$ cat src/rtl/core/sdr_pkg.sv
`timescale 1ns / 1ps
// shared types, register codes and constants for the stillness dimming ramp
// no dependencies; imported by every module of the block
package sdr_pkg;

    // register indexes on the configuration port (byte address / 4)
    typedef enum logic [2:0] {
        REG_DIM_ENABLE    = 3'd0,
        REG_COS_THRESHOLD = 3'd1,
        REG_STILL_TIME    = 3'd2,
        REG_DIM_RATE      = 3'd3,
        REG_BRIGHTEN_RATE = 3'd4
    } sdr_reg_idx_t;

    localparam int ADDR_W = 5;

    // Q1.24 full scale and the largest gap that still counts
    localparam logic [24:0] LEVEL_ONE  = 25'h100_0000;
    localparam logic [31:0] MAX_GAP_US = 32'd1_000_000;

    // register reset values
    localparam logic               RST_DIM_ENABLE    = 1'b0;
    localparam logic signed [15:0] RST_COS_THRESHOLD = 16'sd32767;
    localparam logic [25:0]        RST_STILL_TIME    = 26'd0;
    localparam logic [10:0]        RST_DIM_RATE      = 11'd1677;
    localparam logic [10:0]        RST_BRIGHTEN_RATE = 11'd1677;

    // configuration as seen by the datapath
    typedef struct packed {
        logic               enable;
        logic signed [15:0] cos_threshold;
        logic [25:0]        still_time_us;
        logic [10:0]        dim_rate;
        logic [10:0]        brighten_rate;
    } sdr_cfg_t;

    // one pose sample
    typedef struct packed {
        logic signed [15:0] x0;
        logic signed [15:0] x1;
        logic signed [15:0] x2;
        logic signed [15:0] z0;
        logic signed [15:0] z1;
        logic signed [15:0] z2;
        logic [31:0]        time_us;
    } sdr_pose_t;

endpackage

$ cat src/rtl/core/sdr_motion_det.sv
`timescale 1ns / 1ps
// reference pose store and motion test by two q4.30 dot products
// depends on sdr_pkg
module sdr_motion_det (
    input  logic                clk,
    input  logic                rst_n,
    input  logic                step,
    input  sdr_pkg::sdr_cfg_t   cfg,
    input  sdr_pkg::sdr_pose_t  pose,
    output logic                motion
);
    import sdr_pkg::*;

    logic               pose_valid_reg;
    logic signed [15:0] ref_axes_reg [6];

    logic signed [31:0] px0, px1, px2, pz0, pz1, pz2;
    logic signed [33:0] dot_x, dot_z, dot_min, thr_q30;

    // exact dot products against the reference axes
    always_comb
    begin
        px0     = pose.x0 * ref_axes_reg[0];
        px1     = pose.x1 * ref_axes_reg[1];
        px2     = pose.x2 * ref_axes_reg[2];
        pz0     = pose.z0 * ref_axes_reg[3];
        pz1     = pose.z1 * ref_axes_reg[4];
        pz2     = pose.z2 * ref_axes_reg[5];
        dot_x   = 34'(px0) + 34'(px1) + 34'(px2);
        dot_z   = 34'(pz0) + 34'(pz1) + 34'(pz2);
        dot_min = (dot_x < dot_z) ? dot_x : dot_z;
        thr_q30 = {{3{cfg.cos_threshold[15]}}, cfg.cos_threshold, 15'd0};
        // first enabled sample after reset always takes the reference
        motion  = !pose_valid_reg || (dot_min < thr_q30);
    end

    // pose valid flag, only touched while enabled
    always_ff @(posedge clk or negedge rst_n)
    begin
        if (!rst_n)
            pose_valid_reg <= 1'b0;
        else if (step && cfg.enable)
            pose_valid_reg <= 1'b1;
    end

    // reference pose follows the sample on motion
    always_ff @(posedge clk)
    begin
        if (step && cfg.enable && motion)
        begin
            ref_axes_reg[0] <= pose.x0;
            ref_axes_reg[1] <= pose.x1;
            ref_axes_reg[2] <= pose.x2;
            ref_axes_reg[3] <= pose.z0;
            ref_axes_reg[4] <= pose.z1;
            ref_axes_reg[5] <= pose.z2;
        end
    end

endmodule

$ cat config.mk
export PLATFORM = sky130hd
export DESIGN_NAME = sdr_motion_det
export DESIGN_NICKNAME = d
export VERILOG_FILES = /design/src/rtl/core/sdr_pkg.sv /design/src/rtl/core/sdr_motion_det.sv
export SDC_FILE = /design/constraint.sdc
export NUM_CORES = 2
export LEC_CHECK = 0
export BUFFER_PORTS_ARGS = -buffer_cell sky130_fd_sc_hd__buf_2
export CAP_MARGIN = 20
export CORE_MARGIN = 5
export CORE_UTILIZATION = 50
export CTS_CLUSTER_DIAMETER = 50
export CTS_CLUSTER_SIZE = 14
export DETAILED_ROUTE_END_ITERATION = 7
export PLACE_DENSITY = 0.65
export SETUP_SLACK_MARGIN = 0.1
export SLEW_MARGIN = 5
export SYNTH_ARGS = -nofsm -noshare
export SYNTH_HDL_FRONTEND = slang
export SYNTH_SLANG_ARGS = --single-unit
$ cat constraint.sdc
create_clock -name clk -period 26.5 [get_ports clk]
set_input_delay 2.65 -clock clk [delete_from_list [all_inputs] [get_ports clk]]
set_output_delay 2.65 -clock clk [all_outputs]
set_load 0.02 [all_outputs]
# After elaboration in Yosys (flattened, before gate mapping)
# Memory sizes are Yosys's and may differ from the RTL's.
# Index checks and enable logic that the tools add are counted.
[totals]
mem_count = 1
ramBits = 96
rom_bits = 0
out_inout_bits = 1
ff_bits = 1
in_bits = 196
latch_bits = 0
[op_classes]
n_reduce_logical = 4
div_mod_pow = 0
n_eq_ne = 0
shift = 0
mul = 6
mux = 3
order_cmp = 2
add_sub_neg = 4
n_bitwise = 0
[mem_list]
columns = ["name", "words", "word_bits", "rd", "rd_ports_with_merged_regs", "wr", "line_no", "rtl"]
rows = [
  ["ref_axes_reg", 6, 16, 6, 0, 6, "sdr_motion_det.sv:15", "logic signed [15:0] ref_axes_reg [6];"],
]
[ops]
columns = ["cell", "count"]
rows = [
  ["multiplier 16 x 16 -> 32 bit", 6],
  ["adder 33 x 32 -> 34 bit", 2],
  ["adder 32 x 32 -> 33 bit", 2],
  ["< comparator 34 x 31 -> 1 bit", 1],
  ["< comparator 34 bit", 1],
  ["two-way mux 34 bit", 1],
  ["logical AND 1 bit", 2],
  ["two-way mux 1 bit", 2],
  ["logical NOT 1 bit", 1],
  ["logical OR 1 bit", 1],
]

# Logic depth before layout (Yosys ltp)
# An unclocked memory read counts as a cell.
[depth]
word_depth = 11
mapped_depth = 56
mapped_depth_nobuf = 54

# Worst setup path before layout
# OpenSTA, ideal clock, no wires.
[synth_path]
path_kind = "input port to flip-flop"
start = "in pose[95] (netlist bit)"
end = "mem ref_axes_reg[0][0] (enable)"
arrival_time_ns = 17.723
setup_time_ns = 0.533
path_stages = 51
n_path_buf = 1
path_slack_ns = 8.244
cell_sequence = "clkbuf_1 > nand2_1 > fa_1 > fa_1 > inv_1 > fa_1 > inv_1 > fa_1 > inv_1 > fa_1 > fa_1 > fa_1 > fa_1 > inv_1 > fa_1 > inv_1 > ha_1 > nand4_1 > (+15 left out) > a32oi_1 > o221ai_1 > nand2_1 > nand2_1 > o21ai_2 > mux2_1 > ha_1 > a21oi_1 > nor2b_1 > o21ai_0 > nand2b_1 > a21oi_1 > o21ai_0 > a221o_1 > a211o_1 > nand4b_1 > o21ai_0 > nor3_2"
[synth_rtl]
columns = ["element", "line_no", "rtl"]
rows = [
  ["from (decl)", "sdr_motion_det.sv:9", "input sdr_pkg::sdr_pose_t pose,"],
  ["to (decl)", "sdr_motion_det.sv:15", ""],
]

# Final worst setup path
[layout_path]
start = "in pose[47] (netlist bit)"
end = "out motion"
[layout_via]
elab_chain_len = 6
[layout_rtl]
columns = ["element", "line_no", "rtl"]
rows = [
  ["multiplier 16 x 16 -> 32 bit *", "sdr_motion_det.sv:28", "pz2 = pose.z2 * ref_axes_reg[5];"],
  ["adder 33 x 32 -> 34 bit *", "sdr_motion_det.sv:30", "dot_z = 34'(pz0) + 34'(pz1) + 34'(pz2);"],
  ["< comparator 34 bit", "sdr_motion_det.sv:31", "dot_min = (dot_x < dot_z) ? dot_x : dot_z;"],
  ["two-way mux 34 bit *", "sdr_motion_det.sv:31", ""],
  ["< comparator 34 x 31 -> 1 bit *", "sdr_motion_det.sv:34", "motion = !pose_valid_reg || (dot_min < thr_q30);"],
  ["logical OR 1 bit *", "sdr_motion_det.sv:34", ""],
  ["to (decl)", "sdr_motion_det.sv:10", "output logic motion"],
]
# Mark *: on every way between the ends. The rest lies on a longest branch, timed or not.

==> metrics.txt <==
Top delay family on crit path adder cells; Die Ht 373 um; routed wire length 166 mm; sequential fraction of the synthesis area 4.42%; CP peak stage delay 0.68 ns; # DRC 0; Root Driver clkbuf_16; final core occ 52.0%; Slew @ Worst Pin 1.06 ns; Crit path required time 23.85 ns; status completed; worst skew pair latency 0.47 ns; Async S/R FF share, synth 1.03%; Post-Place Cells 8,473; Die W 373 um; CTS tree yes; cell area after synthesis 0.0658 sq mm; vias in the first global route 47.0k; FILL cells 12.1k; largest net degree at the start of global routing 56; Worst Path Buf+Inv 8; area delta synth->final 3.60%; Max Clk Rate 52.9 MHz; Final HPWL DP 146 mm; number of buffers created by CTS 9; Post-CTS Resized 0; First-pass DRT Iterations 5; CP most frequent cell fa_1; Worst-path clk slew 0.08 ns; wire length per cell 19.5 um; Hold Buf Count CTS 0; crit path capture type output pin; global-route wire length before repair 273 mm; Cells after Synth 6,792; Max Root-Sink Buffers 2; via-per-instance ratio 5.05; gr usage total 25.2%; Post-DP Area 0.0679 sq mm; Starting Density 50.2%; max_cap viols 0; CP max stage cell fa_1; Hold/Removal Path Class reg2reg; Routed Antenna Nets 0; final hold violation count 0; port buffer count 116; Main synth FF type edfxtp_1; # IOs 197; initial DRC count 2,850; syn_area_per_cell 9.69 sq um; Slew Viols, Final 0; EDFF count, synth 96; most common cell after layout, fill and taps aside inv_1; Final Skew 0.0334 ns; Setup CP Type in2out; crit start category input pin; core outline area 0.131 sq mm; number of flip-flops in the largest register 96; # rows 133; #FFs+latches synth 97; GPL Wtd Cong 0.924; vias 42.9k; syn_nets 9,303; final setup TNS 0 ns; fin crit share 71.4%; Worst EP arrival 16.27 ns; CTS H-Tree Depth 3; antenna violations before repair 10; layout cell share with drive strength beyond 1 2.35%; Clock Sinks 97; most frequent cells in the layout inv_1, fa_1, and2_1, nand2_1, ha_1; critical-path maximum fanout 17; nets@finish 9,240; Synth warnings 0; Setup-failing EPs final 0; area of the die 0.139 sq mm; RSZ-0062 raised after global routing false; Setup Buffers After CTS 0; Slew headroom 29.2%; post-route design area 0.0682 sq mm; Final Critical Period 18.92 ns; grt total ovfl 0; Distinct cells, synth 68; fin cells 8,492
layer usage:
metal	vias to the layer above	GRT usage (%)	wire length, um
li1	18900	-	-
met1	22600	40.7	80600
met2	1329	35.4	67800
met3	122	5.67	15100
met4	10	3.81	2290
met5	-	0	62
layout make-up:
class / instances / area [sq um] / area share [%]
Antenna cell: 3 / 7.51 / 0.0110
Clock buffer: 9 / 225 / 0.330
Clock inverter: 7 / 57.6 / 0.0845
Inverter: 2168 / 8140 / 11.9
Multi-Input combinational cell: 4333 / 54000 / 79.2
Sequential cell: 97 / 2910 / 4.27
Tap cell: 1755 / 2200 / 3.22
Timing Repair Buffer: 120 / 611 / 0.896
Yosys cell counts (all sizes together) (7+ instances only):
library cell,number,share of area [%]
o21bai,11,0.13
o21ai,48,0.38
nand2,736,4.2
xor2,27,0.36
ha,451,8.6
a21oi,67,0.53
clkbuf,190,1.1
nand3,13,0.099
xnor2,58,0.78
and2,748,7.1
o21a,12,0.14
a31oi,7,0.067
inv,2166,12
nand2b,53,0.50
nor2b,52,0.49
nor3,13,0.11
nand4,12,0.11
mux2,8,0.14
a21o,25,0.29
mux2i,14,0.21
fa,1864,57
nor2,50,0.29
edfxtp,96,4.4
path summary, 6_finish.rpt:
kind | from | to | slack (ns) | depth (start not counted)
worst min-delay path | pose_valid_reg$_DFFE_PN0P_ | pose_valid_reg$_DFFE_PN0P_ | 0.57 | 1
worst max register to register | ref_axes_reg[5][1]$_DFFE_PP_ | ref_axes_reg[2][1]$_DFFE_PP_ | 10.37 | 52
max in group asynchronous | rst_n | pose_valid_reg$_DFFE_PN0P_ | 24.44 | 1
min in group asynchronous | rst_n | pose_valid_reg$_DFFE_PN0P_ | 1.97 | 1
worst min register to register | pose_valid_reg$_DFFE_PN0P_ | pose_valid_reg$_DFFE_PN0P_ | 0.57 | 1
worst max-delay path | pose[47] | motion | 7.58 | 52
per-stage QoR:
stage	hold slack, ns	setup slack (ns)
after floorplan	0.501	8.24
after global placement	0.526	7.90
after detailed placement	0.553	7.74
after CTS	0.575	7.68
after global routing	0.598	6.76
final	0.568	7.58
cell families after synthesis:
kind of cell / share of synthesized area (%)
AND/OR/NAND/NOR: 13.2
multiplexers: 0.350
adder cells (fa/ha/maj): 65.3
XOR/XNOR: 1.14
buffers and inverters: 13.5
AO/OA/AOI/OAI: 2.11
flip-flops: 4.42
Power is left out: the tool's default activity adds up to more than one toggle a clock period on the data nets, which glitch-free logic cannot reach.
