File: src/rtl/core/sdr_pkg.sv
`timescale 1ns / 1ps
// shared types, register codes and constants for the stillness dimming ramp
// no dependencies; imported by every module of the block
package sdr_pkg;

    // register indexes on the configuration port (byte address / 4)
    typedef enum logic [2:0] {
        REG_DIM_ENABLE    = 3'd0,
        REG_COS_THRESHOLD = 3'd1,
        REG_STILL_TIME    = 3'd2,
        REG_DIM_RATE      = 3'd3,
        REG_BRIGHTEN_RATE = 3'd4
    } sdr_reg_idx_t;

    localparam int ADDR_W = 5;

    // Q1.24 full scale and the largest gap that still counts
    localparam logic [24:0] LEVEL_ONE  = 25'h100_0000;
    localparam logic [31:0] MAX_GAP_US = 32'd1_000_000;

    // register reset values
    localparam logic               RST_DIM_ENABLE    = 1'b0;
    localparam logic signed [15:0] RST_COS_THRESHOLD = 16'sd32767;
    localparam logic [25:0]        RST_STILL_TIME    = 26'd0;
    localparam logic [10:0]        RST_DIM_RATE      = 11'd1677;
    localparam logic [10:0]        RST_BRIGHTEN_RATE = 11'd1677;

    // configuration as seen by the datapath
    typedef struct packed {
        logic               enable;
        logic signed [15:0] cos_threshold;
        logic [25:0]        still_time_us;
        logic [10:0]        dim_rate;
        logic [10:0]        brighten_rate;
    } sdr_cfg_t;

    // one pose sample
    typedef struct packed {
        logic signed [15:0] x0;
        logic signed [15:0] x1;
        logic signed [15:0] x2;
        logic signed [15:0] z0;
        logic signed [15:0] z1;
        logic signed [15:0] z2;
        logic [31:0]        time_us;
    } sdr_pose_t;

endpackage

File: src/rtl/core/sdr_level_ramp.sv
`timescale 1ns / 1ps
// stillness timing, elapsed gap and saturating dim level ramp
// depends on sdr_pkg
module sdr_level_ramp (
    input  logic              clk,
    input  logic              rst_n,
    input  logic              step,
    input  sdr_pkg::sdr_cfg_t cfg,
    input  logic [31:0]       now,
    input  logic              motion,
    output logic [24:0]       level_next,
    output logic              still
);
    import sdr_pkg::*;

    logic [31:0] last_motion_reg, last_update_reg;
    logic [24:0] level_acc_reg;

    logic [31:0] gap_raw, still_span, sum;
    logic [19:0] gap;
    logic [30:0] inc, dec;

    // gap since last update, backwards or long gaps count as zero
    always_comb
    begin
        gap_raw    = now - last_update_reg;
        gap        = (gap_raw[31] || gap_raw > MAX_GAP_US) ? 20'd0 : gap_raw[19:0];
        still_span = now - last_motion_reg;
        inc        = 31'(gap * cfg.dim_rate);
        dec        = 31'(gap * cfg.brighten_rate);
        sum        = {7'd0, level_acc_reg} + {1'b0, inc};
    end

    // still test and saturating ramp
    always_comb
    begin
        if (!cfg.enable)
        begin
            still      = 1'b0;
            level_next = 25'd0;
        end
        else
        begin
            // motion on this sample resets the still span to zero
            still = !motion && (still_span > {6'd0, cfg.still_time_us});
            if (still)
                level_next = (sum > {7'd0, LEVEL_ONE}) ? LEVEL_ONE : sum[24:0];
            else if (dec >= {6'd0, level_acc_reg})
                level_next = 25'd0;
            else
                level_next = level_acc_reg - dec[24:0];
        end
    end

    // time stamps and level accumulator
    always_ff @(posedge clk or negedge rst_n)
    begin
        if (!rst_n)
        begin
            last_motion_reg <= 32'd0;
            last_update_reg <= 32'd0;
            level_acc_reg   <= 25'd0;
        end
        else if (step)
        begin
            last_update_reg <= now;
            level_acc_reg   <= level_next;
            if (!cfg.enable || motion)
                last_motion_reg <= now;
        end
    end

endmodule

File: config.mk
export PLATFORM = sky130hd
export DESIGN_NAME = sdr_level_ramp
export DESIGN_NICKNAME = d
export VERILOG_FILES = /design/src/rtl/core/sdr_pkg.sv /design/src/rtl/core/sdr_level_ramp.sv
export SDC_FILE = /design/constraint.sdc
export NUM_CORES = 2
export LEC_CHECK = 0
export BUFFER_PORTS_ARGS = -buffer_cell sky130_fd_sc_hd__buf_2
export CAP_MARGIN = 0
export CORE_MARGIN = 2
export CORE_UTILIZATION = 46
export CTS_CLUSTER_SIZE = 8
export DETAILED_ROUTE_END_ITERATION = 7
export PLACE_DENSITY = 0.66
export SLEW_MARGIN = 20
export SYNTH_ARGS = -nofsm -noshare
export SYNTH_HDL_FRONTEND = slang
export SYNTH_SLANG_ARGS = --single-unit
File: constraint.sdc
create_clock -name clk -period 20.6 [get_ports clk]
set_clock_uncertainty 0.1 [all_clocks]
set_input_delay 4.12 -clock clk [delete_from_list [all_inputs] [get_ports clk]]
set_output_delay 4.12 -clock clk [all_outputs]
set_load 0.02 [all_outputs]
; Word-level counts from Yosys, hierarchy flattened
; Cells that the tools add are included.
[word_totals]
regBits = 89
latch_bits = 0
ram_bits = 0
romBits = 0
in_bits = 101
out_inout_bits = 26
wordCells = 25
n_memories = 0
[op_classes]
add_sub_neg = 4
mul = 2
n_div = 0
order_cmp = 4
n_eq_ne = 0
shift = 0
mux = 6
bitwise_logic = 0
reduce_logical = 6
[op_table]
columns = cell, n
row1 = 25-bit 2-to-1 mux, 4
row2 = 32-bit subtractor, 2
row3 = 20-bit by 11-bit multiplier with 31-bit output, 2
row4 = 25-bit by 31-bit adder with 32-bit output, 1
row5 = "32-bit by 20-bit > comparator with 1-bit output, second input constant", 1
row6 = "32-bit by 25-bit > comparator with 1-bit output, second input constant", 1
row7 = 32-bit by 26-bit > comparator with 1-bit output, 1
row8 = 31-bit by 25-bit >= comparator with 1-bit output, 1
row9 = 25-bit subtractor, 1
row10 = 20-bit 2-to-1 mux, 1
row11 = 1-bit zero test, 2
row12 = 1-bit logical OR, 2
row13 = 2-bit AND reduction, 1
row14 = 1-bit logical AND, 1
row15 = 1-bit 2-to-1 mux, 1

; Logic depth before layout (Yosys ltp)
[depth]
depth_word = 10
ltp_mapped = 53
mapped_depth_nobuf = 49

; Least setup slack after synthesis
; Ideal clock, no wire load.
[synth_timing]
path_kind = input to output
start = in now[0]
end = out level_next[21]
arrival_ns = 14.430
required_ns = 16.380
path_slack_ns = 1.950
cell_stages = 46
n_path_buf = 2
cell_sequence = inv_1 ha_1 inv_1 fa_1 a211oi_2 o21a_1 o21ai_1 a31oi_4 o22ai_1 a41o_1 or3_1 a21oi_1 nand4_1 buf_2 nor4_2 buf_2 nand2_1 fa_1 [... 10 more ...] a311o_1 a21oi_1 or2_2 nor2b_1 o21a_1 xnor2_1 ha_1 nand2_1 nand3b_1 a2111oi_0 nand3_1 a2111oi_0 nand4bb_1 nor3_1 nand4_1 nor3_1 o31ai_1 o21ai_0
[synth_between]
elab_chain_cells = 10
elab_cells_between_ends = 17
cone_classes = add/sub: 4 / mul: 2 / order compare: 4 / mux: 5 / reduce/logical: 2
[synth_lines]
columns = item, line_no
row1 = "start, declared", sdr_level_ramp.sv:9  ; input logic [31:0] now,
row2 = 32-bit subtractor, sdr_level_ramp.sv:26  ; gap_raw = now - last_update_reg;
row3 = 32-bit by 20-bit > comparator with 1-bit output, sdr_level_ramp.sv:27  ; gap = (gap_raw[31] || gap_raw > MAX_GAP_US) ? 20'd0 : gap_raw[19:0];
row4 = 1-bit logical OR, sdr_level_ramp.sv:27
row5 = 20-bit 2-to-1 mux, sdr_level_ramp.sv:27
row6 = 20-bit by 11-bit multiplier with 31-bit output, sdr_level_ramp.sv:29  ; inc = 31'(gap * cfg.dim_rate);
row7 = 25-bit by 31-bit adder with 32-bit output, sdr_level_ramp.sv:31  ; sum = {7'd0, level_acc_reg} + {1'b0, inc};
row8 = 32-bit by 25-bit > comparator with 1-bit output, sdr_level_ramp.sv:47  ; level_next = (sum > {7'd0, LEVEL_ONE}) ? LEVEL_ONE : sum[24:0];
row9 = 25-bit 2-to-1 mux, sdr_level_ramp.sv:47
row10 = 25-bit 2-to-1 mux *, sdr_level_ramp.sv:46  ; if (still)
row11 = 25-bit 2-to-1 mux *, sdr_level_ramp.sv:37  ; if (!cfg.enable)
row12 = "end, declared", sdr_level_ramp.sv:11  ; output logic [24:0] level_next,
; Mark *: on every way between the ends. The rest lies on a longest branch, timed or not.

; Worst setup path after layout
[layout_timing]
start = in now[2]
end = out level_next[17]
; Same word-level chain as after synthesis.

==> results.md <==
- CTS Buf Count: 9
- Setup TNS: 0 ns
- Clock power frac: 14.7%
- Detailed Route WL: 69,050 µm
- Worst r2r src: last_update_reg[2]
- DP Wirelength: 58,200 µm
- Synth Net Count: 3,742
- Full die area: 0.05647 mm²
- Status: complete, no violations
- Pwr/cell area: 49.08 mW/mm²
- Post-synth ARST share: 100.0%
- Reg clk slew, reported paths: 0.06 ns
- Via count: 21,100
- Clk_lat worst skew: 0.38 ns
- Drt initial violations: 1,264
- First-pass GRT wire length: roughly 110,000 µm
- Count of input and output buffers: 110
- F_max: 49.99 MHz
- Syn. warnings: 0
- GRT Overall Usage: around a quarter
- Hold path cells: 1
- WL per Instance: roughly 18 µm
- Nets: about 3,800
- Worst IR Drop VDD: 0.05643 mV
- FF+latch count, synth: 89
- Min-delay src: last_motion_reg[27]
- Switching power: 0.6523 mW
- Post-CTS Hold Buffers: 0
- Max-slew violations: 0
- Ports: 127
- Die Wd: 237.6 µm
- Die Y: between 200 and 250 µm
- Tcrit/Tclk final: between 90% and 100%
- Data arrival time of the worst path: 15.79 ns
- Clk buf depth: 2
- Max incr delay on CP: 0.54 ns
- CTS tree: yes
- Largest net degree at the start of global routing: 92
- Starting density of the core: between 40% and 50%
- CP max FO: 10
- GP Congestion: 0.9081
- Post-synth EDFFs: 0
- Final hold vios: 0
- Kind of path behind the tightest hold check: reg -> reg
- Normalized max-slew margin: 37.20%
- Maxcap violations: 0
- R2R cell count: 42
- CTS root buf: clkbuf_16
- Crit. End Element: output pin
- Syn_area_per_cell: between 8 and 9 µm²
- H-Tree Depth: 3
- Layout area overhead: 6.996%
- Combinational share of power: 67.9%
- Startpoint Class: input pin
- Clock sink count: 89
- Worst EP required: 16.38 ns
- Sw frac: 49.46%
- Routed Antenna Nets: 0
- Slew @ Worst Pin: 0.9420 ns
- Row count: between 80 and 90
- Power Internal: 0.6664 mW
- Core area: between 0.05 and 0.06 mm²
- Number of global-route vias before repair: 21,470
- Seq pwr share: 17.4%
- Congestion Overflow GR: 0
- Main synth FF type: dfrtp_1
- Worst setup path class: in -> out
- Endpoints failing setup: 0
- Min cycle time layout: 20.01 ns
- DR DRC count: 0
- Initial DRT Pass Iterations: 6
- Non-filler cells, final: 3,738
- Mapped Area: 0.02511 mm²
- Slowest stage cell, crit path: fa_1
- Initial antenna violation count: 1
- Tot Pwr: 1.319 mW
- Sequential element share of the synthesized area: 8.869%
- Pleak: 13.46 nW
- Reg2reg end: level_acc_reg[13]
- Vias/cell: about 5.6
- Post-Syn Instances: 3,012
- RSZ-0062 raised after global routing: no
- Hold EP: last_motion_reg[27]
- Synth unique cells: between 80 and 90
- Reg-to-reg setup timing slack: 8.69 ns
- Layout cells sized above 1: roughly a tenth
- Dpl cells: between 3,000 and 4,000
## cell usage after synthesis, types with 48 or more instances
| master | count | area [µm²] |
|---|---|---|
| and2_1 | 163 | 1020 |
| o21ai_0 | 119 | 595.6 |
| a21oi_1 | 145 | 725.7 |
| nand3_1 | 56 | 280.3 |
| dfrtp_1 | 89 | 2227 |
| xnor2_1 | 68 | 595.6 |
| ha_1 | 278 | 3478 |
| nand2_1 | 416 | 1562 |
| clkbuf_1 | 101 | 379.1 |
| inv_1 | 513 | 1926 |
| fa_1 | 351 | 7027 |
| a21o_1 | 48 | 360.4 |
| nor2_1 | 92 | 345.3 |
## cell usage in the layout (no fill, tap or decap), types with 46 or more instances in the layout
cell       n
inv_1    513
buf_4     53
a21o_1    48
dfrtp_1   89
xnor2_1   67
ha_1     277
nand3_1   55
nand2_1  416
and2_1   163
mux2_2    46
a21oi_1  143
nor2_1    92
o21ai_0  115
buf_2    108
fa_1     351
## layout make-up
cell class / count / area, µm²
antenna: 2 / 5.005
clock buffer: 10 / 229.0
clock inverter: 5 / 103.9
fill: 5160 / 27050
inverter: 513 / 1926
multi-input combinational: 2255 / 20450
sequential: 89 / 2227
tap: 696 / 870.8
timing repair buffer: 168 / 1052
## critical path: cells and delay by family
family          cells  cell delay (ns)
fa+ha+maj           8             3.64
compound gates     10             2.80
simple gates       15             2.80
buf+inv             9             1.58
xor+xnor            2             0.79
## metrics by stage
step | setup slack (ns) | hold WS, ns | area, µm² | util (%)
final | 0.5946 | 0.4046 | 26870 | 49.83
after detailed placement | 0.1540 | 0.3933 | 26440 | 49.04
after floorplan | 1.950 | 0.3538 | 25110 | -
after CTS | 0.1136 | 0.4080 | 26770 | 49.65
after global placement | 0.2430 | 0.3804 | 26440 | 49.04
after global routing | 0.01573 | 0.4156 | 26860 | 49.82
## power by group through the flow
| stage | sequential, mW | clock [mW] | combinational, mW |
|---|---|---|---|
| 6_report | 0.229 | 0.194 | 0.896 |
| 5_1_grt | 0.233 | 0.207 | 0.989 |
| 4_1_cts | 0.229 | 0.200 | 0.886 |
| 3_5_place_dp | 0.233 | 0 | 0.880 |
| 3_3_place_gp | 0.231 | 0 | 0.867 |
| 2_1_floorplan | 0.224 | 0 | 0.639 |
## worst max-delay path by stage
stage / start / endpoint / slack [ns] / depth (start not counted)
after floorplan: now[0] / level_next[21] / 1.95 / 46
after global routing: now[0] / level_next[19] / 0.02 / 52
after global placement: now[0] / level_next[21] / 0.24 / 49
after CTS: now[0] / level_next[17] / 0.11 / 49
after detailed placement: now[0] / level_next[17] / 0.15 / 49
final: now[2] / level_next[17] / 0.59 / 44
## per-layer routing
layer,track usage [%],share of wire (%)
met2,41.57,47
met1,34.04,44
met5,0,0
met4,9.301,4.0
met3,3.345,5.0
## what timing repair did
item | in CTS | in global routing
buffers inserted | 0 | 4
gates resized for setup | 0 | 19
endpoints found under the setup margin | 0 | 25
## cells by family after synthesis
| group | count (synthesis) | synth area share [%] |
|---|---|---|
| multiplexers | 53 | 2.342 |
| buffers and inverters | 668 | 10.35 |
| AO/OA/AOI/OAI | 539 | 13.98 |
| flip-flops | 89 | 8.869 |
| AND/OR/NAND/NOR | 925 | 18.77 |
| XOR/XNOR | 109 | 3.857 |
| adder cells (fa/ha/maj) | 629 | 41.84 |
Power figures use the tool's default switching activity.
