===== config.mk =====
export PLATFORM = sky130hd
export DESIGN_NAME = sdr_cfg_regs
export DESIGN_NICKNAME = d
export VERILOG_FILES = /design/src/rtl/core/sdr_pkg.sv /design/src/rtl/core/sdr_cfg_regs.sv
export SDC_FILE = /design/constraint.sdc
export NUM_CORES = 1
export LEC_CHECK = 0
export ABC_AREA = 1
export BUFFER_PORTS_ARGS = -buffer_cell sky130_fd_sc_hd__buf_4
export CORE_ASPECT_RATIO = 2
export CORE_UTILIZATION = 42
export DETAILED_ROUTE_END_ITERATION = 7
export GPL_ROUTABILITY_DRIVEN = 0
export PLACE_DENSITY = 0.8
export SYNTH_ARGS = -nofsm -noshare
export SYNTH_HDL_FRONTEND = slang
export SYNTH_SLANG_ARGS = --single-unit

===== constraint.sdc =====
create_clock -name clk -period 1 [get_ports clk]
set_input_delay 0.1 -clock clk [delete_from_list [all_inputs] [get_ports clk]]
set_output_delay 0.1 -clock clk [all_outputs]
set_load 0.005 [all_outputs]

===== src/rtl/core/sdr_pkg.sv =====
`timescale 1ns / 1ps
// shared types, register codes and constants for the stillness dimming ramp
// no dependencies; imported by every module of the block
package sdr_pkg;

    // register indexes on the configuration port (byte address / 4)
    typedef enum logic [2:0] {
        REG_DIM_ENABLE    = 3'd0,
        REG_COS_THRESHOLD = 3'd1,
        REG_STILL_TIME    = 3'd2,
        REG_DIM_RATE      = 3'd3,
        REG_BRIGHTEN_RATE = 3'd4
    } sdr_reg_idx_t;

    localparam int ADDR_W = 5;

    // Q1.24 full scale and the largest gap that still counts
    localparam logic [24:0] LEVEL_ONE  = 25'h100_0000;
    localparam logic [31:0] MAX_GAP_US = 32'd1_000_000;

    // register reset values
    localparam logic               RST_DIM_ENABLE    = 1'b0;
    localparam logic signed [15:0] RST_COS_THRESHOLD = 16'sd32767;
    localparam logic [25:0]        RST_STILL_TIME    = 26'd0;
    localparam logic [10:0]        RST_DIM_RATE      = 11'd1677;
    localparam logic [10:0]        RST_BRIGHTEN_RATE = 11'd1677;

    // configuration as seen by the datapath
    typedef struct packed {
        logic               enable;
        logic signed [15:0] cos_threshold;
        logic [25:0]        still_time_us;
        logic [10:0]        dim_rate;
        logic [10:0]        brighten_rate;
    } sdr_cfg_t;

    // one pose sample
    typedef struct packed {
        logic signed [15:0] x0;
        logic signed [15:0] x1;
        logic signed [15:0] x2;
        logic signed [15:0] z0;
        logic signed [15:0] z1;
        logic signed [15:0] z2;
        logic [31:0]        time_us;
    } sdr_pose_t;

endpackage


===== src/rtl/core/sdr_cfg_regs.sv =====
`timescale 1ns / 1ps
// apb-style configuration registers for the stillness dimming ramp
// depends on sdr_pkg
module sdr_cfg_regs (
    input  logic                      clk,
    input  logic                      rst_n,
    input  logic                      psel,
    input  logic                      penable,
    input  logic                      pwrite,
    input  logic [sdr_pkg::ADDR_W-1:0] paddr,
    input  logic [31:0]               pwdata,
    output logic [31:0]               prdata,
    output logic                      pready,
    output sdr_pkg::sdr_cfg_t         cfg
);
    import sdr_pkg::*;

    sdr_cfg_t     cfg_reg;
    logic         wr_en;
    sdr_reg_idx_t idx;

    assign pready = 1'b1;
    assign wr_en  = psel && penable && pwrite;
    assign idx    = sdr_reg_idx_t'(paddr[ADDR_W-1:2]);
    assign cfg    = cfg_reg;

    // register writes, unmapped addresses ignored
    always_ff @(posedge clk or negedge rst_n)
    begin
        if (!rst_n)
        begin
            cfg_reg.enable        <= RST_DIM_ENABLE;
            cfg_reg.cos_threshold <= RST_COS_THRESHOLD;
            cfg_reg.still_time_us <= RST_STILL_TIME;
            cfg_reg.dim_rate      <= RST_DIM_RATE;
            cfg_reg.brighten_rate <= RST_BRIGHTEN_RATE;
        end
        else if (wr_en)
        begin
            unique case (idx)
                REG_DIM_ENABLE:    cfg_reg.enable        <= pwdata[0];
                REG_COS_THRESHOLD: cfg_reg.cos_threshold <= pwdata[15:0];
                REG_STILL_TIME:    cfg_reg.still_time_us <= pwdata[25:0];
                REG_DIM_RATE:      cfg_reg.dim_rate      <= pwdata[10:0];
                REG_BRIGHTEN_RATE: cfg_reg.brighten_rate <= pwdata[10:0];
                default:           ;
            endcase
        end
    end

    // read mux
    always_comb
    begin
        unique case (idx)
            REG_DIM_ENABLE:    prdata = {31'd0, cfg_reg.enable};
            REG_COS_THRESHOLD: prdata = 32'(cfg_reg.cos_threshold);
            REG_STILL_TIME:    prdata = {6'd0, cfg_reg.still_time_us};
            REG_DIM_RATE:      prdata = {21'd0, cfg_reg.dim_rate};
            REG_BRIGHTEN_RATE: prdata = {21'd0, cfg_reg.brighten_rate};
            default:           prdata = 32'd0;
        endcase
    end

endmodule


==> After elaboration in Yosys (flattened, before gate mapping) <==
Index checks and enable logic that the tools add are counted.
{ "word_totals": {"elab_cells": 18, "inputBits": 42, "reg_bits": 65, "output_inout_bits": 98} }
{ "classes": {"n_mux": 1, "eq_ne": 4, "n_reduce_logical": 8} }
{ "ops": {"columns": ["op", "count"], "rows": [
  ["$pmux 32 s5", 1],
  ["$reduce_and 2->1", 5],
  ["$eq 3x2->1 const B", 2],
  ["$eq 3x1->1 const B", 1],
  ["$eq 3x3->1 const B", 1],
  ["$logic_not 3->1", 1],
  ["$logic_and 1x1->1", 2]
]} }

==> Logic depth before layout (Yosys ltp) <==
Gate-level depths: netlist of the first run.
{ "logic_depth": {"word_depth": 3, "mapped_depth": 7, "mapped_depth_nobuf": 6} }

==> Least setup slack after synthesis of the first run <==
No wires, ideal clock.
{ "synth_timing": {"path_kind": "reg-to-output", "startpoint": "register cfg_reg (netlist bit cfg[63])", "endpoint": "output port prdata[27]", "setup_slack_ns": -0.004, "path_stages_with_launch": 5, "t_arrival_ns": 0.904, "required_time_ns": 0.900, "cell_sequence": "dfrtp_1 > nand2_1 > buf_2 > inv_1 > buf_4"} }
{ "synth_between": {"elab_chain_cells": 1} }
{ "synth_lines": {"columns": ["item", "line_no", "text"], "rows": [
  ["start: declaration", "sdr_cfg_regs.sv:18", "sdr_cfg_t cfg_reg;"],
  ["$pmux 32 s5", "sdr_cfg_regs.sv:54", "unique case (idx)"],
  ["end: declaration", "sdr_cfg_regs.sv:12", "output logic [31:0] prdata,"]
]} }
Every way passes these cells.

==> Worst setup path after layout of the first run <==
{ "layout_timing": {"startpoint": "register cfg_reg (netlist bit cfg[22])", "endpoint": "output port prdata[0]"} }
The elaborated chain is that of the path after synthesis.

==> flow_metrics.py, run 1 <==
metrics = {
    "cells_and_area": {
        "drive_gt1_share_pct": 46.93,
        "antennaDiodeCount": 0,
        "largest_reg_flops": 65,
        "final_util_pct": 79.02,
        "final_common_cell": "sky130_fd_sc_hd__buf_4",
        "area_growth_pct": 79.85,
        "area_of_all_placed_cells_without_fillers_um2": 5527,
        "fill_cell_instance_count_of_the_final_layout": 430,
        "layout.nets": 623,
        "mostFrequentLayoutCells": "sky130_fd_sc_hd__buf_4, sky130_fd_sc_hd__nand2_1, sky130_fd_sc_hd__buf_6",
    },
    "drt": {
        "routedWlPerCell_um": 17.20,
        "drtAntennaViolNets": 0,
        "post-route-drc-count": 0,
        "detailedRoute.firstIterationViolations": 227,
        "top_layer": "met4",
        "via_count": 3620,
        "routed_via_density": 5.355,
        "wl_met3_um": 731,
        "detail_route.wirelength.met1_um": 3810,
        "detailroute.wirelength.met2_um": 6538,
        "totalWireLength_um": 11630,
        "first_pass_iters": 5,
    },
    "timing": {
        "layout_min_cycle_time_ns": 1.392,
        "fin_crit_sh_pct": 139.2,
        "total_neg_setup_slack_ns": -12.34,
        "final-max-slew-violation-count": 0,
        "clock.fmax_mhz": 718.6,
        "fin_ws_ns": -0.3916,
        "worst_clock_skew_ns": 0,
        "whs_ns": 0.01388,
        "grt_setup_unrepaired": "yes",
        "final_setup_violation_count": 63,
        "hold_viol": 0,
    },
    "global_routing": {
        "grt_max_degree": 36,
        "antenna_found_initial": 0,
        "wire_length_of_the_first_global_routing_pass_um": 17480,
        "globalRoute.totalOverflow": 0,
        "first_global_vias": 3782,
        "global_router_s_overall_resource_usage_pct": 30.07,
    },
    "cts": {
        "tritoncts": "built",
        "ctsRootBufferMaster": "sky130_fd_sc_hd__clkbuf_16",
        "h_tree_lvls": 3,
        "worst_setup_hold_path_clk_slew_ns": 0.05,
        "cts-buffers-inserted": 9,
        "clock_buffer_depth": 2,
        "cts.sinks": 65,
        "clk-insertion-delay-late_ns": 0.33,
    },
    "hold_path": {
        "timing.hold.worst.class": "input pin to flip-flop",
        "min_delay_path_depth": 3,
    },
    "setup_path": {
        "startpoint_type": "flip-flop",
        "cpMaxStageDelayCell": "sky130_fd_sc_hd__dfrtp_1",
        "cp_slowest_stage_delay_ns": 0.40,
        "timing.critical_path.cells": "nand4_1 -> nand2_1 -> nor2_2 -> nand2_2 -> buf_6",
        "critPathMaxFanout": 3,
        "cp.arrival_ns": 1.29,
        "worstSetupPathType": "flip-flop to output pin",
        "worst_setup_end_kind": "output pin",
        "critPathRequiredTime_ns": 0.90,
        "depth_of_the_worst_register_to_register_path": 5,
    },
    "die": {
        "design.core.area_um2": 6994,
        "fp.dieH_um": 123.0,
        "row_count": 43,
        "ioPinCount": 140,
        "fp.dieArea_um2": 7683,
        "chipWidth_um": 62.49,
        "start_util_pct": 43.94,
    },
    "job": {
        "max-cap-violations": 0,
    },
    "placement": {
        "dp.final_hpwl_um": 7248,
        "io_buffers": 130,
        "place_worst_setup_slack_ns": -0.1870,
        "placed_area_um2": 4410,
    },
    "yosys": {
        "post_syn_area_um2": 3073,
        "synth-warning-count": 0,
        "seq_area_frac_synth_pct": 54.03,
        "ys_seq_elements": 65,
        "netlist-cell-type-count": 18,
        "synth.avg_cell_area_um2": 8.151,
        "synthesis.nets": 419,
        "netlist_instances": 377,
        "post-synth-top-area-cell": "sky130_fd_sc_hd__dfrtp_1",
        "synth_top_cells_by_area": "sky130_fd_sc_hd__dfrtp_1, sky130_fd_sc_hd__dfstp_2, sky130_fd_sc_hd__nand2_1, sky130_fd_sc_hd__nand4_1, sky130_fd_sc_hd__o21ai_0",
        "synth_largest_type_area_fraction_pct": 30.94,
    },
    "run_status": {
        "run_status": "complete, but fails checks",
        "violations": "setup timing",
    },
    "power_and_ir_drop": {
        "p_leak_uw": 0.002820,
        "vdd_drop_max_uv": 1358,
        "power.density_cell_area_nw_per_um2": 1740,
    },
}
-- repair_timing --
action / in CTS / in global routing
hold endpoints to repair: 60 / 0
endpoints found under the setup margin: 65 / 69
hold buffers: 18 / 0
setup buffers: 22 / 20
pin swaps: 12 / 6
gates resized for setup: 85 / 41
-- power breakdown --
part	total (uW)	switching, uW	internal [uW]
combinational	2960	1130	1830
sequential	3760	475	3280
clock	2900	1090	1810
total	9620	2700	6920
-- per-layer routing --
layer | global-route usage, % | up-vias
met2 | 57.13 | 207
met3 | 6.550 | 48
met4 | 20.93 | 0
met1 | 27.81 | 1716
li1 | - | 1649
met5 | 0 | -
-- path summary, 6_finish.rpt --
| path | end | slack, ns | start |
|---|---|---|---|
| hold reg to reg | cfg[51] | 0.49 | cfg[51] |
| setup / recovery | prdata[0] | -0.39 | cfg[22] |
| max in group asynchronous | cfg[57] | 0.33 | rst_n |
| min in group asynchronous | cfg[24] | 0.16 | rst_n |
| setup reg to reg | cfg[21] | 0 | cfg[21] |
| hold / removal | cfg[42] | 0.01 | pwdata[20] |
-- worst max-delay path, delay by kind of cell, from the launching register on --
family / cells / cell delay (ns)
buffers and inverters: 1 / 0.12
DFF: 1 / 0.40
and+or+nand+nor: 4 / 0.44
-- synth_stat cells (all sizes together) --
cell type,n
o21ai,56
nand4,31
nor3,1
nand2,135
buf,19
clkbuf,12
dfrtp,38
conb,1
nor2,5
dfstp,27
inv,25
nand3,27
-- cell families (layout without fill, tap and decap cells) --
kind of cell / Yosys count / count (layout) / synth area share, %
simple gates: 199 / 199 / 28.58
flops: 65 / 65 / 54.03
compound gates: 56 / 56 / 9.121
buf+inv: 56 / 265 / 8.143
other cells: 1 / 1 / 0.1220
-- final cells by class --
type	instances	area, um2	share of cell area (%)
clock inverter	2	12.51	0.2264
inverter	25	98.84	1.789
clock buffer	14	264.0	4.777
tap	90	112.6	2.038
sequential	65	1660	30.04
timing repair buffer	224	2111	38.19
multi-input combinational	256	1267	22.93
-- through the flow --
step	total power (uW)	instances
global placement	5701	610
global route	10020	676
finish	9619	676
CTS	9326	665
floorplan	4299	377
detailed placement	5778	610
Power figures use the tool's default switching activity.
==> run 2, diff against run 1 <==
--- a/config.mk
+++ b/config.mk
@@ -11,6 +11,7 @@
 export CORE_UTILIZATION = 42
 export DETAILED_ROUTE_END_ITERATION = 7
 export GPL_ROUTABILITY_DRIVEN = 0
+export HOLD_SLACK_MARGIN = 0.12
 export PLACE_DENSITY = 0.8
 export SYNTH_ARGS = -nofsm -noshare
 export SYNTH_HDL_FRONTEND = slang
==> flow_metrics.py, run 2 (synthesis gave the netlist of run 1 again) <==
metrics = {
    "timing": {
        "fin_crit_sh_pct": 138.9,
        "fin_ws_ns": -0.3895,
        "hold_viol": 0,
        "worst_clock_skew_ns": 0,
        "whs_ns": 0.1603,
        "clock.fmax_mhz": 719.7,
        "final-max-slew-violation-count": 0,
        "grt_setup_unrepaired": "yes",
        "layout_min_cycle_time_ns": 1.389,
        "final_setup_violation_count": 63,
    },
    "drt": {
        "drtAntennaViolNets": 0,
        "routedWlPerCell_um": 17.19,
        "totalWireLength_um": 11810,
        "post-route-drc-count": 0,
        "routed_via_density": 5.371,
        "detailedRoute.firstIterationViolations": 216,
        "via_count": 3690,
        "first_pass_iters": 7,
    },
    "cells_and_area": {
        "drive_gt1_share_pct": 46.31,
        "multiInputGateArea_um2": 1270,
        "area_growth_pct": 83.51,
        "layout.nets": 633,
        "largest_reg_flops": 65,
        "final_common_cell": "sky130_fd_sc_hd__buf_4",
        "fill_cell_instance_count_of_the_final_layout": 415,
        "area.sequential_um2": 1660,
        "mostFrequentLayoutCells": "sky130_fd_sc_hd__buf_4, sky130_fd_sc_hd__nand2_1, sky130_fd_sc_hd__buf_6",
    },
    "setup_path": {
        "worst_setup_end_kind": "output pin",
        "cpMaxStageDelayCell": "sky130_fd_sc_hd__dfstp_2",
        "cpMostUsedCell": "sky130_fd_sc_hd__nor2_2",
        "path_buf_inv": 2,
        "critical_path.top_delay_family": "flip-flops",
        "cp.arrival_ns": 1.29,
        "critPathRequiredTime_ns": 0.90,
        "timing.critical_path.cells": "inv_1 -> nor2_2 -> nor2_2 -> nand2_2 -> buf_6",
        "critPathMaxFanout": 2,
        "worstSetupPathType": "flip-flop to output pin",
        "startpoint_type": "flip-flop",
        "cp_slowest_stage_delay_ns": 0.53,
    },
    "power_and_ir_drop": {
        "power.density_cell_area_nw_per_um2": 1713,
        "post-layout-total-power_uw": 9661,
        "vdd_drop_max_uv": 1377,
        "p_leak_uw": 0.002866,
    },
    "placement": {
        "io_buffers": 130,
        "dp.final_hpwl_um": 7248,
        "place_worst_setup_slack_ns": -0.1870,
    },
    "die": {
        "chipWidth_um": 62.49,
        "start_util_pct": 43.94,
        "row_count": 43,
        "design.core.area_um2": 6994,
        "fp.dieH_um": 123.0,
        "ioPinCount": 140,
        "fp.dieArea_um2": 7683,
    },
    "global_routing": {
        "global_router_s_overall_resource_usage_pct": 30.48,
        "globalRoute.totalOverflow": 0,
        "antenna_found_initial": 0,
        "grt_max_degree": 36,
        "wire_length_of_the_first_global_routing_pass_um": 17730,
        "first_global_vias": 3833,
    },
    "cts": {
        "ctsRootBufferMaster": "sky130_fd_sc_hd__clkbuf_16",
        "cts.sinks": 65,
        "h_tree_lvls": 3,
        "tritoncts": "built",
        "clock_buffer_depth": 2,
        "cts-buffers-inserted": 9,
        "clk-insertion-delay-late_ns": 0.33,
        "worst_setup_hold_path_clk_slew_ns": 0.05,
    },
    "run_status": {
        "run_status": "complete, but fails checks",
        "violations": "setup timing",
    },
    "job": {
        "max-cap-violations": 0,
    },
    "hold_path": {
        "timing.hold.worst.class": "input pin to asynchronous set/reset pin",
    },
}
run 2: power by group:
part | internal (uW) | switching, uW | leakage [uW] | total (uW)
Clock | 1810 | 1080 | 0.000133 | 2890
Combinational | 1860 | 1150 | 0.00196 | 3010
Sequential | 3280 | 482 | 0.000775 | 3760
Total | 6950 | 2710 | 0.00287 | 9660
run 2: metal layers:
metal	global-route usage (%)	routed length, um	vias to the layer above
met5	0	0	-
met4	21.51	580	0
met3	5.996	691	52
met2	57.74	6734	206
met1	28.66	3806	1769
li1	-	-	1663
run 2: worst paths after layout:
kind                           from         to  slack [ns]  depth (start not counted)
hold reg to reg             cfg[51]    cfg[51]        0.49                          2
setup / recovery            cfg[48]  prdata[0]       -0.39                          5
setup reg to reg            cfg[21]    cfg[21]           0                          5
max in group asynchronous     rst_n    cfg[54]        0.33                          3
hold / removal                rst_n    cfg[24]        0.16                          2
min in group clk           paddr[4]    cfg[40]        0.26                          5
run 2: area by class of cell:
cell class | instances | area share, %
clock buffer | 14 | 4.682
clock inverter | 2 | 0.2219
tap | 90 | 1.997
inverter | 25 | 1.797
sequential | 65 | 29.44
antenna | 1 | 0.04438
timing repair buffer | 234 | 39.29
multi-input combinational | 256 | 22.52
run 2: repair_timing:
| action | 4_1_cts | 5_1_grt |
|---|---|---|
| gates resized for setup | 85 | 44 |
| setup buffers | 22 | 21 |
| pin swaps | 12 | 6 |
| hold buffers | 27 | 0 |
| hold endpoints to repair | 129 | 0 |
| setup endpoints to repair | 65 | 69 |
run 2: metrics by stage:
| stage | util, % | area [um2] | TNS [ns] | cells |
|---|---|---|---|---|
| detailed placement | 63.06 | 4410 | -6.781 | 610 |
| global route | 80.59 | 5637 | -14.01 | 686 |
| CTS | 77.30 | 5406 | -12.11 | 674 |
| global placement | 63.06 | 4410 | -3.880 | 610 |
| finish | 80.63 | 5639 | -12.27 | 687 |
| floorplan | - | 3075 | 0 | 377 |
